## config.mk

```make
export PLATFORM = sky130hd
export DESIGN_NAME = error_metrics_accumulator
export DESIGN_NICKNAME = d
export VERILOG_FILES = /design/src/sv/ema_pkg.sv /design/src/sv/ema_front.sv /design/src/sv/ema_queue.sv /design/src/sv/ema_divider.sv /design/src/sv/ema_back.sv /design/src/sv/error_metrics_accumulator.sv
export SDC_FILE = /design/constraint.sdc
export NUM_CORES = 2
export LEC_CHECK = 0
export BUFFER_PORTS_ARGS = -buffer_cell sky130_fd_sc_hd__buf_4
export CAP_MARGIN = 30
export CELL_PAD_IN_SITES_DETAIL_PLACEMENT = 1
export CELL_PAD_IN_SITES_GLOBAL_PLACEMENT = 1
export CORE_MARGIN = 1.5
export CORE_UTILIZATION = 41
export CTS_CLUSTER_SIZE = 30
export DETAILED_ROUTE_END_ITERATION = 8
export PLACE_DENSITY_LB_ADDON = 0.1
export SYNTH_ARGS = -nofsm -noshare
export SYNTH_HDL_FRONTEND = slang
export SYNTH_SLANG_ARGS = --single-unit
```

## constraint.sdc

```tcl
create_clock -name clock -period 20.2 [get_ports clock]
set_clock_uncertainty 0.15 [all_clocks]
set_input_delay 3.03 -clock clock [delete_from_list [all_inputs] [get_ports clock]]
set_output_delay 3.03 -clock clock [all_outputs]
set_load 0.02 [all_outputs]
```

## src/sv/ema_pkg.sv

```systemverilog
// Package for the error metrics accumulator: payload structs, constants and
// the front-to-back queue entry type. No dependencies.
package ema_pkg;

   localparam int unsigned DefaultMaxSize = 64;
   localparam logic [6:0]  SizeReset      = 7'd21;
   localparam logic [31:0] RelScale       = 32'd6553600;   // 100 << 16
   localparam logic [30:0] Sat31          = 31'h7FFF_FFFF;
   localparam logic [1:0]  CsrAddrSize    = 2'd0;

   typedef struct packed {
      logic signed [31:0] model_value;
      logic signed [31:0] market_value;
   } req_type;

   typedef struct packed {
      logic signed [31:0] abs_error;
      logic signed [31:0] rel_error_pct;
      logic               div_fault;
      logic               last;
      logic [30:0]        rms_error;
      logic [30:0]        mean_abs_error;
      logic [30:0]        max_abs_error;
      logic [5:0]         max_abs_row;
      logic [5:0]         max_abs_col;
      logic [30:0]        max_rel_error;
      logic [5:0]         max_rel_row;
      logic [5:0]         max_rel_col;
   } rsp_type;

   // classified item handed from front to back
   typedef struct packed {
      logic               dneg;     // error negative
      logic [32:0]        dmag;     // exact error magnitude
      logic               mneg;
      logic [31:0]        mmag;     // reference magnitude
      logic               first;    // frame start
      logic               last;
      logic [5:0]         row;
      logic [5:0]         col;
   } work_type;

endpackage

```

## src/sv/ema_front.sv

```systemverilog
// Front end: takes items, walks the triangle and classifies each pair.
// Depends on ema_pkg.
module ema_front
   import ema_pkg::*;
#(
   parameter int unsigned MAX_SIZE = DefaultMaxSize
) (
   input  logic     clock,
   input  logic     reset,
   input  logic     cfg_we,
   input  logic [6:0] cfg_size,
   input  logic     req_push,
   input  req_type  req_data,
   input  logic     fifo_full,
   output logic     req_full,
   output logic     fifo_push,
   output work_type fifo_data
);
   localparam int unsigned MaxSizeClip = (MAX_SIZE > 127) ? 127 : MAX_SIZE;

   // walk counters span the full size register; positions report the low 6 bits
   logic [6:0] row_ff, row_in, col_ff, col_in;
   logic [6:0] size;
   logic signed [32:0] diff;
   logic [7:0] col_lim;
   logic       step_col;

   always_comb begin
      size = cfg_size;
      if (size < 7'd3) size = 7'd3;
      if (size > 7'(MaxSizeClip)) size = 7'(MaxSizeClip);
   end

   assign req_full  = fifo_full;
   assign fifo_push = req_push && !fifo_full;
   assign diff = 33'(req_data.model_value) - 33'(req_data.market_value);
   assign col_lim  = {1'b0, size} - {1'b0, row_ff} - 8'd1;
   assign step_col = ({1'b0, col_ff} + 8'd1 <= col_lim) &&
                     ({1'b0, row_ff} + 8'd1 < {1'b0, size});

   always_comb begin
      fifo_data.dneg  = diff[32];
      fifo_data.dmag  = diff[32] ? 33'(-diff) : 33'(diff);
      fifo_data.mneg  = req_data.market_value[31];
      fifo_data.mmag  = req_data.market_value[31] ? 32'(-req_data.market_value)
                                                  : 32'(req_data.market_value);
      fifo_data.first = (row_ff == 7'd1) && (col_ff == 7'd1);
      fifo_data.last  = !step_col && ({1'b0, row_ff} + 8'd2 >= {1'b0, size});
      fifo_data.row   = row_ff[5:0];
      fifo_data.col   = col_ff[5:0];
      row_in = row_ff;
      col_in = col_ff;
      if (fifo_push) begin
         if (step_col) begin
            col_in = col_ff + 7'd1;
         end else begin
            col_in = 7'd1;
            row_in = fifo_data.last ? 7'd1 : row_ff + 7'd1;
         end
      end
      if (cfg_we) begin
         row_in = 7'd1;
         col_in = 7'd1;
      end
   end

   always_ff @(posedge clock) begin
      if (reset) begin
         row_ff <= 7'd1;
         col_ff <= 7'd1;
      end else begin
         row_ff <= row_in;
         col_ff <= col_in;
      end
   end
endmodule

```

## src/sv/ema_queue.sv

```systemverilog
// Two-entry queue between front and back. Depends on ema_pkg.
module ema_queue
   import ema_pkg::*;
(
   input  logic     clock,
   input  logic     reset,
   input  logic     push,
   input  work_type push_data,
   output logic     full,
   input  logic     pop,
   output logic     empty,
   output work_type pop_data
);
   work_type   mem_ff [2];
   logic       wp_ff, rp_ff;
   logic [1:0] cnt_ff;

   assign full     = cnt_ff == 2'd2;
   assign empty    = cnt_ff == 2'd0;
   assign pop_data = mem_ff[rp_ff];

   always_ff @(posedge clock) begin
      if (push) mem_ff[wp_ff] <= push_data;
   end

   always_ff @(posedge clock) begin
      if (reset) begin
         wp_ff  <= 1'b0;
         rp_ff  <= 1'b0;
         cnt_ff <= 2'd0;
      end else begin
         if (push) wp_ff <= !wp_ff;
         if (pop)  rp_ff <= !rp_ff;
         cnt_ff <= cnt_ff + 2'(push) - 2'(pop);
      end
   end
endmodule

```

## src/sv/ema_divider.sv

```systemverilog
// Shared restoring divider, one quotient bit per cycle, 64/64 bits.
// Depends on ema_pkg.
module ema_divider
   import ema_pkg::*;
(
   input  logic        clock,
   input  logic        reset,
   input  logic        start,
   input  logic [63:0] dividend,
   input  logic [63:0] divisor,
   output logic        busy,
   output logic [63:0] quotient
);
   logic [63:0] rem_ff, quo_ff, den_ff;
   logic [6:0]  cnt_ff;
   logic [64:0] trial;

   assign busy     = cnt_ff != 7'd0;
   assign quotient = quo_ff;
   assign trial    = {rem_ff, quo_ff[63]} - {1'b0, den_ff};

   always_ff @(posedge clock) begin
      if (reset) begin
         cnt_ff <= 7'd0;
      end else if (start) begin
         cnt_ff <= 7'd64;
      end else if (busy) begin
         cnt_ff <= cnt_ff - 7'd1;
      end
   end

   always_ff @(posedge clock) begin
      if (start) begin
         rem_ff <= 64'd0;
         quo_ff <= dividend;
         den_ff <= divisor;
      end else if (busy) begin
         if (!trial[64]) begin
            rem_ff <= trial[63:0];
            quo_ff <= {quo_ff[62:0], 1'b1};
         end else begin
            rem_ff <= {rem_ff[62:0], quo_ff[63]};
            quo_ff <= {quo_ff[62:0], 1'b0};
         end
      end
   end
endmodule

```

## src/sv/ema_back.sv

```systemverilog
// Back end: relative error, accumulation, maxima and frame summaries.
// Uses ema_divider for every quotient and an iterative square root.
// Depends on ema_pkg and ema_divider.
module ema_back
   import ema_pkg::*;
(
   input  logic     clock,
   input  logic     reset,
   input  logic     q_empty,
   input  work_type q_data,
   output logic     q_pop,
   output logic     rsp_empty,
   input  logic     rsp_pop,
   output rsp_type  rsp_data
);
   typedef enum logic [3:0] {
      S_IDLE, S_SQ, S_REL_GO, S_REL_WAIT, S_UPD, S_RMS_GO, S_RMS_WAIT,
      S_SQRT, S_MEAN_GO, S_MEAN_WAIT, S_OUT
   } state_type;

   state_type   state_ff;
   work_type    w_ff;
   logic [63:0] sumsq_ff, sq_ff, prod_ff, sqv_ff, res_ff, bit_ff;
   logic [47:0] summ_ff;
   logic [10:0] cnt_ff;
   logic [30:0] labs_ff, lrel_ff, emag_ff;
   logic [11:0] labs_pos_ff, lrel_pos_ff;
   logic        full_ff;
   rsp_type     out_ff;
   logic        div_start;
   logic [63:0] div_a, div_b, div_q;
   logic        div_busy;
   logic [30:0] rmag;
   logic [31:0] rel_val;
   logic [64:0] sq_sum;

   ema_divider u_div (
      .clock(clock), .reset(reset), .start(div_start), .dividend(div_a),
      .divisor(div_b), .busy(div_busy), .quotient(div_q));

   assign div_start = state_ff == S_REL_GO || state_ff == S_RMS_GO || state_ff == S_MEAN_GO;
   always_comb begin
      div_a = prod_ff;
      div_b = {32'd0, w_ff.mmag};
      if (state_ff == S_RMS_GO) begin
         div_a = sumsq_ff;
         div_b = {53'd0, cnt_ff};
      end else if (state_ff == S_MEAN_GO) begin
         div_a = {16'd0, summ_ff};
         div_b = {53'd0, cnt_ff};
      end
   end

   // relative error value (signed pattern) from the quotient
   always_comb begin
      if (w_ff.mmag == 32'd0) begin
         if (w_ff.dmag == 33'd0) rel_val = 32'd0;
         else rel_val = w_ff.dneg ? 32'h8000_0000 : {1'b0, Sat31};
      end else if (w_ff.dneg != w_ff.mneg) begin
         rel_val = (div_q >= 64'h8000_0000) ? 32'h8000_0000 : 32'(-div_q[31:0]);
      end else begin
         rel_val = (div_q > {33'd0, Sat31}) ? {1'b0, Sat31} : div_q[31:0];
      end
      if (rel_val[31]) begin
         rmag = (rel_val == 32'h8000_0000) ? Sat31 : 31'(-rel_val);
      end else begin
         rmag = rel_val[30:0];
      end
   end

   assign sq_sum    = {1'b0, sumsq_ff} + {1'b0, sq_ff};
   assign q_pop     = state_ff == S_IDLE && !q_empty && !full_ff;
   assign rsp_empty = !full_ff;
   assign rsp_data  = out_ff;

   always_ff @(posedge clock) begin
      if (reset) begin
         state_ff <= S_IDLE;
         full_ff  <= 1'b0;
         sumsq_ff <= 64'd0;
         summ_ff  <= 48'd0;
         cnt_ff   <= 11'd0;
         labs_ff  <= 31'd0;
         lrel_ff  <= 31'd0;
         labs_pos_ff <= 12'd0;
         lrel_pos_ff <= 12'd0;
      end else begin
         if (rsp_pop && full_ff) full_ff <= 1'b0;
         case (state_ff)
            S_IDLE: begin
               if (q_pop) begin
                  w_ff    <= q_data;
                  emag_ff <= (q_data.dmag > {2'b0, Sat31}) ? Sat31 : q_data.dmag[30:0];
                  prod_ff <= 64'(q_data.dmag) * 64'(RelScale);
                  if (q_data.first) begin
                     sumsq_ff <= 64'd0;
                     summ_ff  <= 48'd0;
                     cnt_ff   <= 11'd0;
                     labs_ff  <= 31'd0;
                     lrel_ff  <= 31'd0;
                     labs_pos_ff <= 12'd0;
                     lrel_pos_ff <= 12'd0;
                  end
                  state_ff <= S_SQ;
               end
            end
            S_SQ: begin
               sq_ff    <= 64'(emag_ff) * 64'(emag_ff);
               state_ff <= S_REL_GO;
            end
            S_REL_GO:   state_ff <= S_REL_WAIT;
            S_REL_WAIT: if (!div_busy) state_ff <= S_UPD;
            S_UPD: begin
               sumsq_ff <= sq_sum[64] ? '1 : sq_sum[63:0];
               summ_ff  <= summ_ff + 48'(emag_ff);
               cnt_ff   <= cnt_ff + 11'd1;
               if (rmag > lrel_ff) begin
                  lrel_ff <= rmag;
                  lrel_pos_ff <= {w_ff.row, w_ff.col};
               end
               if (emag_ff > labs_ff) begin
                  labs_ff <= emag_ff;
                  labs_pos_ff <= {w_ff.row, w_ff.col};
               end
               out_ff.abs_error     <= w_ff.dneg ? ((w_ff.dmag >= 33'h8000_0000) ?
                                       32'h8000_0000 : 32'(-w_ff.dmag)) :
                                       {1'b0, emag_ff};
               out_ff.rel_error_pct <= rel_val;
               out_ff.div_fault     <= w_ff.mmag == 32'd0;
               out_ff.last          <= w_ff.last;
               out_ff.rms_error     <= 31'd0;
               out_ff.mean_abs_error <= 31'd0;
               state_ff <= (w_ff.last && cnt_ff != 11'h7FF) ? S_RMS_GO : S_OUT;
            end
            S_RMS_GO:   state_ff <= S_RMS_WAIT;
            S_RMS_WAIT: begin
               if (!div_busy) begin
                  sqv_ff   <= div_q;
                  res_ff   <= 64'd0;
                  bit_ff   <= 64'd1 << 62;
                  state_ff <= S_SQRT;
               end
            end
            S_SQRT: begin
               // one result bit per cycle
               if (bit_ff == 64'd0) begin
                  out_ff.rms_error <= (res_ff > {33'd0, Sat31}) ? Sat31 : res_ff[30:0];
                  state_ff <= S_MEAN_GO;
               end else begin
                  if (sqv_ff >= res_ff + bit_ff) begin
                     sqv_ff <= sqv_ff - (res_ff + bit_ff);
                     res_ff <= (res_ff >> 1) + bit_ff;
                  end else begin
                     res_ff <= res_ff >> 1;
                  end
                  bit_ff <= bit_ff >> 2;
               end
            end
            S_MEAN_GO:   state_ff <= S_MEAN_WAIT;
            S_MEAN_WAIT: begin
               if (!div_busy) begin
                  out_ff.mean_abs_error <= (div_q > {33'd0, Sat31}) ? Sat31 : div_q[30:0];
                  state_ff <= S_OUT;
               end
            end
            S_OUT: begin
               if (!full_ff || rsp_pop) begin
                  out_ff.max_abs_error <= labs_ff;
                  out_ff.max_abs_row   <= labs_pos_ff[11:6];
                  out_ff.max_abs_col   <= labs_pos_ff[5:0];
                  out_ff.max_rel_error <= lrel_ff;
                  out_ff.max_rel_row   <= lrel_pos_ff[11:6];
                  out_ff.max_rel_col   <= lrel_pos_ff[5:0];
                  full_ff  <= 1'b1;
                  state_ff <= S_IDLE;
               end
            end
            default: state_ff <= S_IDLE;
         endcase
      end
   end
endmodule

```

## src/sv/error_metrics_accumulator.sv

```systemverilog
// Top level of the error metrics accumulator: CSR port, front end, queue,
// back end. Depends on ema_pkg, ema_front, ema_queue, ema_back.
//
// Usage: push model/reference pairs (req_) while req_full is low, in the
// upper-triangular walk order of a matrix of edge matrix_size; the block
// tracks row and column itself. Each item yields one result on rsp_ with
// the signed and percent relative errors, running maxima with positions,
// and on the frame's last item the RMS and mean absolute error.
// Each item's relative error comes from the shared 64-step radix-2 divider;
// the last item of a frame adds two more divides and a 32-step square root.
// Front end and a 2-entry queue keep accepting while the back end works.
// A finished result waits in the output register until popped; while it
// waits the back end holds and the queue fills, then req_full rises.
// Reset: matrix_size is 21, walk at (1,1), accumulators and queue clear.
// Writing matrix_size (address 0) restarts the walk; write only when idle.
module error_metrics_accumulator
   import ema_pkg::*;
#(
   parameter int unsigned MAX_SIZE = DefaultMaxSize
) (
   input  logic        clock,
   input  logic        reset,
   input  logic        req_push,
   output logic        req_full,
   input  req_type     req_data,
   output logic        rsp_empty,
   input  logic        rsp_pop,
   output rsp_type     rsp_data,
   input  logic        csr_psel,
   input  logic        csr_penable,
   input  logic        csr_pwrite,
   input  logic [1:0]  csr_paddr,
   input  logic [31:0] csr_pwdata,
   output logic [31:0] csr_prdata,
   output logic        csr_pready
);
   logic [6:0] size_ff;
   logic       cfg_we;
   logic       q_full, q_push, q_pop, q_empty;
   work_type   q_in, q_out;

   assign csr_pready = 1'b1;
   assign cfg_we = csr_psel && csr_penable && csr_pwrite && csr_paddr == CsrAddrSize;
   assign csr_prdata = (csr_paddr == CsrAddrSize) ? {25'd0, size_ff} : 32'd0;

   always_ff @(posedge clock) begin
      if (reset) begin
         size_ff <= SizeReset;
      end else if (cfg_we) begin
         size_ff <= csr_pwdata[6:0];
      end
   end

   ema_front #(.MAX_SIZE(MAX_SIZE)) u_front (
      .clock(clock), .reset(reset), .cfg_we(cfg_we), .cfg_size(size_ff),
      .req_push(req_push), .req_data(req_data), .fifo_full(q_full),
      .req_full(req_full), .fifo_push(q_push), .fifo_data(q_in));

   ema_queue u_queue (
      .clock(clock), .reset(reset), .push(q_push), .push_data(q_in),
      .full(q_full), .pop(q_pop), .empty(q_empty), .pop_data(q_out));

   ema_back u_back (
      .clock(clock), .reset(reset), .q_empty(q_empty), .q_data(q_out),
      .q_pop(q_pop), .rsp_empty(rsp_empty), .rsp_pop(rsp_pop),
      .rsp_data(rsp_data));
endmodule
```

==> flow_summary.rst <==
.. list-table::
   :header-rows: 1

   * - Metric
     - Value
   * - Slew HR
     - 16.6%
   * - Total setup violations reported at the end of the flow
     - 0
   * - Final Hold Violating Endpoints
     - 0
   * - Hold Crit Class
     - reg -> reg
   * - Upper clock frequency limit
     - 0.0944 GHz
   * - Unrepaired setup endpoints after global routing
     - false
   * - Pre-CTS setup slack
     - 9650 ps
   * - Destination of the critical timing path
     - u_back.sq_ff[58]
   * - Weighted congestion reported at the end of routability-driven placement
     - 0.920
   * - Number of H-tree levels
     - 4
   * - Total count of max-transition violations in the final report
     - 0
   * - Crit-path most repeated cell
     - fa_1
   * - Starting Density
     - 41.2%
   * - Routed length per placed instance
     - 24.0 microns
   * - Count of clock tree sinks
     - 1,150
   * - Critical-path top delay cell
     - o32ai_1
   * - Most common cell after layout, fill and taps aside
     - inv_1
   * - Crit. End Element
     - register
   * - Die W
     - 489 microns
   * - Adder and majority cell fraction of the synthesized area
     - 26.2%
   * - R2R Path Start
     - u_back.emag_ff[24]
   * - Critical path launch point type
     - register
   * - Remaining antenna violation count after routing
     - 0
   * - Final total negative setup slack
     - 0 ps
   * - Worst r2r dst
     - u_back.sq_ff[58]
   * - Number of fill cells in the layout
     - 26,600
   * - Boundary pin count
     - 354
   * - Warning count from the yosys run
     - 0
   * - Arrival time of the worst setup path
     - 10,960 ps
   * - Number of gates given a new drive strength after cts
     - 0
   * - Root buffer cell
     - clkbuf_16
   * - Crit path from
     - u_back.emag_ff[24]
   * - DR pass1 iterations
     - 5
   * - Number of flops mapped to enable cells by yosys
     - 839
   * - Number of violations reported at the end of detailed-routing iteration 0
     - 4,937
   * - Global-route wire length before repair
     - 498,000 microns
   * - Dominant combinational cell family by area after synthesis
     - adder cells
   * - Placeable Area
     - 0.235 sq mm
   * - Synth Flop Type
     - edfxtp_1
   * - Max clock buf depth
     - 3
   * - # DRC
     - 0
   * - TritonCTS clock tree
     - yes
   * - Total congestion overflow
     - 0
   * - Maximum cell stage delay along the critical path
     - 630 ps
   * - Antenna violations before repair
     - 11
   * - Startpoint-to-endpoint class of the critical path
     - reg -> reg
   * - Worst-path clk slew
     - 60 ps
   * - Final layout net count
     - 12,000
   * - Max capacitance violation total
     - 0
   * - Via count
     - 75,800
   * - Worst Path Required
     - 20,560 ps
   * - Most used cells in the layout excluding fill and tap cells
     - 1,448 x inv_1, 991 x nand2_1, 839 x edfxtp_1
   * - Post-route worst setup slack
     - 9600 ps
   * - Post-Synthesis Cell Area
     - 0.0969 sq mm
   * - Routed vias/inst
     - 5.55
   * - Worst hold slack across all endpoints
     - 280 ps
   * - Sequential element share of the synthesized area
     - 32.4%
   * - DIE AREA
     - 0.239 sq mm
   * - Fraction of synthesized cell area in xor and xnor cells
     - 5.38%
   * - Final critical-path share of the clock period
     - 52.5%
   * - Mean cell area of the mapped netlist
     - 9.50 sq um
   * - Overall routing resource usage
     - 27.4%
   * - Routed wire length
     - 328,000 microns
   * - Dpl hpwl
     - 251,000 microns
   * - Gate Count Post-Synth
     - 10,200
   * - Pin count of the biggest net entering global routing
     - 147
   * - Reg2Reg Setup Slack
     - 9600 ps
   * - Layout Area Growth over Synthesis
     - 10.9%
   * - Setup bufs post-CTS
     - 0
   * - Ys async rst share
     - 0%
   * - Least-Margin Pin Slew
     - 1250 ps
   * - Hold buffer count at CTS
     - 0
   * - CTS buffer count
     - 142
   * - Status
     - finished, final reports clean
   * - Count of cells along the worst register-to-register path
     - 29
   * - Number of global-route vias before repair
     - 80,600
   * - Clk Latency, worst-skew pair
     - 810 ps
   * - Library cells used by synthesis
     - 96
   * - Die span in y
     - 489 microns
   * - Basic-gate share of the synthesized area counting and, or, nand and nor cells
     - 13.0%
   * - Post-layout minimum cycle time
     - 10,600 ps
   * - Core Rows
     - 178
   * - Register bit count reported by yosys
     - 1,150
   * - Proportion of synthesized area in mux cells
     - 1.77%
   * - Compound-gate portion of the synthesized area
     - 13.7%
   * - Fraction of final layout cells sized beyond drive strength 1
     - 8.30%
   * - Critical path fanouts, max
     - 18
   * - Number of buffers inserted by port buffering
     - 302
worst min-delay path by stage:
stage          slack, ps                  end  depth (start not counted)                   start
2_1_floorplan        260  u_back.rsp_data[43]                          0   u_back.labs_pos_ff[0]
3_3_place_gp         260  u_back.rsp_data[45]                          0   u_back.labs_pos_ff[2]
3_5_place_dp         270   u_back.rsp_data[7]                          0   u_back.lrel_pos_ff[7]
4_1_cts              280  u_back.rsp_data[47]                          0   u_back.labs_pos_ff[4]
5_1_grt              300  u_back.rsp_data[54]                          0  u_back.labs_pos_ff[11]
6_report             280  u_back.rsp_data[47]                          0   u_back.labs_pos_ff[4]
per-layer routing:
layer	share of wire, %	global-route usage, %	vias up
met2	48	45.9	1671
met5	0	0	-
met3	5.1	3.78	386
met1	44	36.8	38800
met4	2.9	7.51	0
li1	-	-	35000
layout make-up:
type | count | area, sq um | share of cell area [%]
diodes | 6 | 15.0 | 0.0140
repair buffers | 445 | 3440 | 3.20
clock buffers | 189 | 3980 | 3.70
clock inverters | 73 | 718 | 0.668
well taps | 3150 | 3940 | 3.67
inverters | 1465 | 5510 | 5.12
multi-input cells | 7173 | 58500 | 54.4
flip-flops and latches | 1150 | 31400 | 29.2
critical path, delay by kind of cell (launching register included):
| kind | cells | cell delay, ps |
|---|---|---|
| compound gates | 5 | 1880 |
| xor+xnor | 1 | 190 |
| fa+ha+maj | 9 | 4570 |
| buf+inv | 8 | 1410 |
| flops | 1 | 440 |
| simple gates | 6 | 1640 |
synthesized netlist by cell type (125+ instances only):
cell,n,area (sq um)
xor2_1,266,2330
clkbuf_1,363,1360
ha_1,766,9580
a21oi_1,500,2500
dfxtp_1,311,6230
inv_1,1455,5460
nor3_1,136,681
xnor2_1,330,2890
nand3_1,125,626
a21o_1,224,1680
edfxtp_1,839,25200
nand2_1,991,3720
o21ai_0,534,2670
nor2_1,800,3000
fa_1,790,15800
cell families after synthesis:
family,after synthesis
AND/OR/NAND/NOR,2751
multiplexers,163
AO/OA/AOI/OAI,2081
buffers and inverters,1910
XOR/XNOR,596
adder cells (fa/ha/maj),1556
flip-flops,1150
other,2
sequential cells by signal, summed over array words and instances, names as in the netlist, 11 cells and up, named ones only:
name                   cells
u_back.lrel_ff            31
u_back.labs_ff            31
u_queue.mem_ff           162
u_back.u_div.rem_ff       64
u_back.bit_ff             32
u_back.u_div.quotient     64
u_back.lrel_pos_ff        12
u_back.u_div.den_ff       32
u_back.sqv_ff             64
u_back.rsp_data          214
u_back.emag_ff            31
u_back.cnt_ff             11
u_back.sq_ff              61
u_back.labs_pos_ff        12
u_back.res_ff             64
u_back.w_ff               80
u_back.sumsq_ff           64
u_back.prod_ff            35
u_back.summ_ff            48
per-stage QoR:
stage	util, %	instances	area [sq um]
after floorplan	-	10200	97000
after global placement	43.7	13400	103000
after detailed placement	43.7	13400	103000
after CTS	45.7	13600	107000
after global routing	45.7	13600	108000
final	45.7	13700	108000
Power is not shown: default switching activity piles up to over one toggle a cycle in this logic, so the estimate is an artifact.
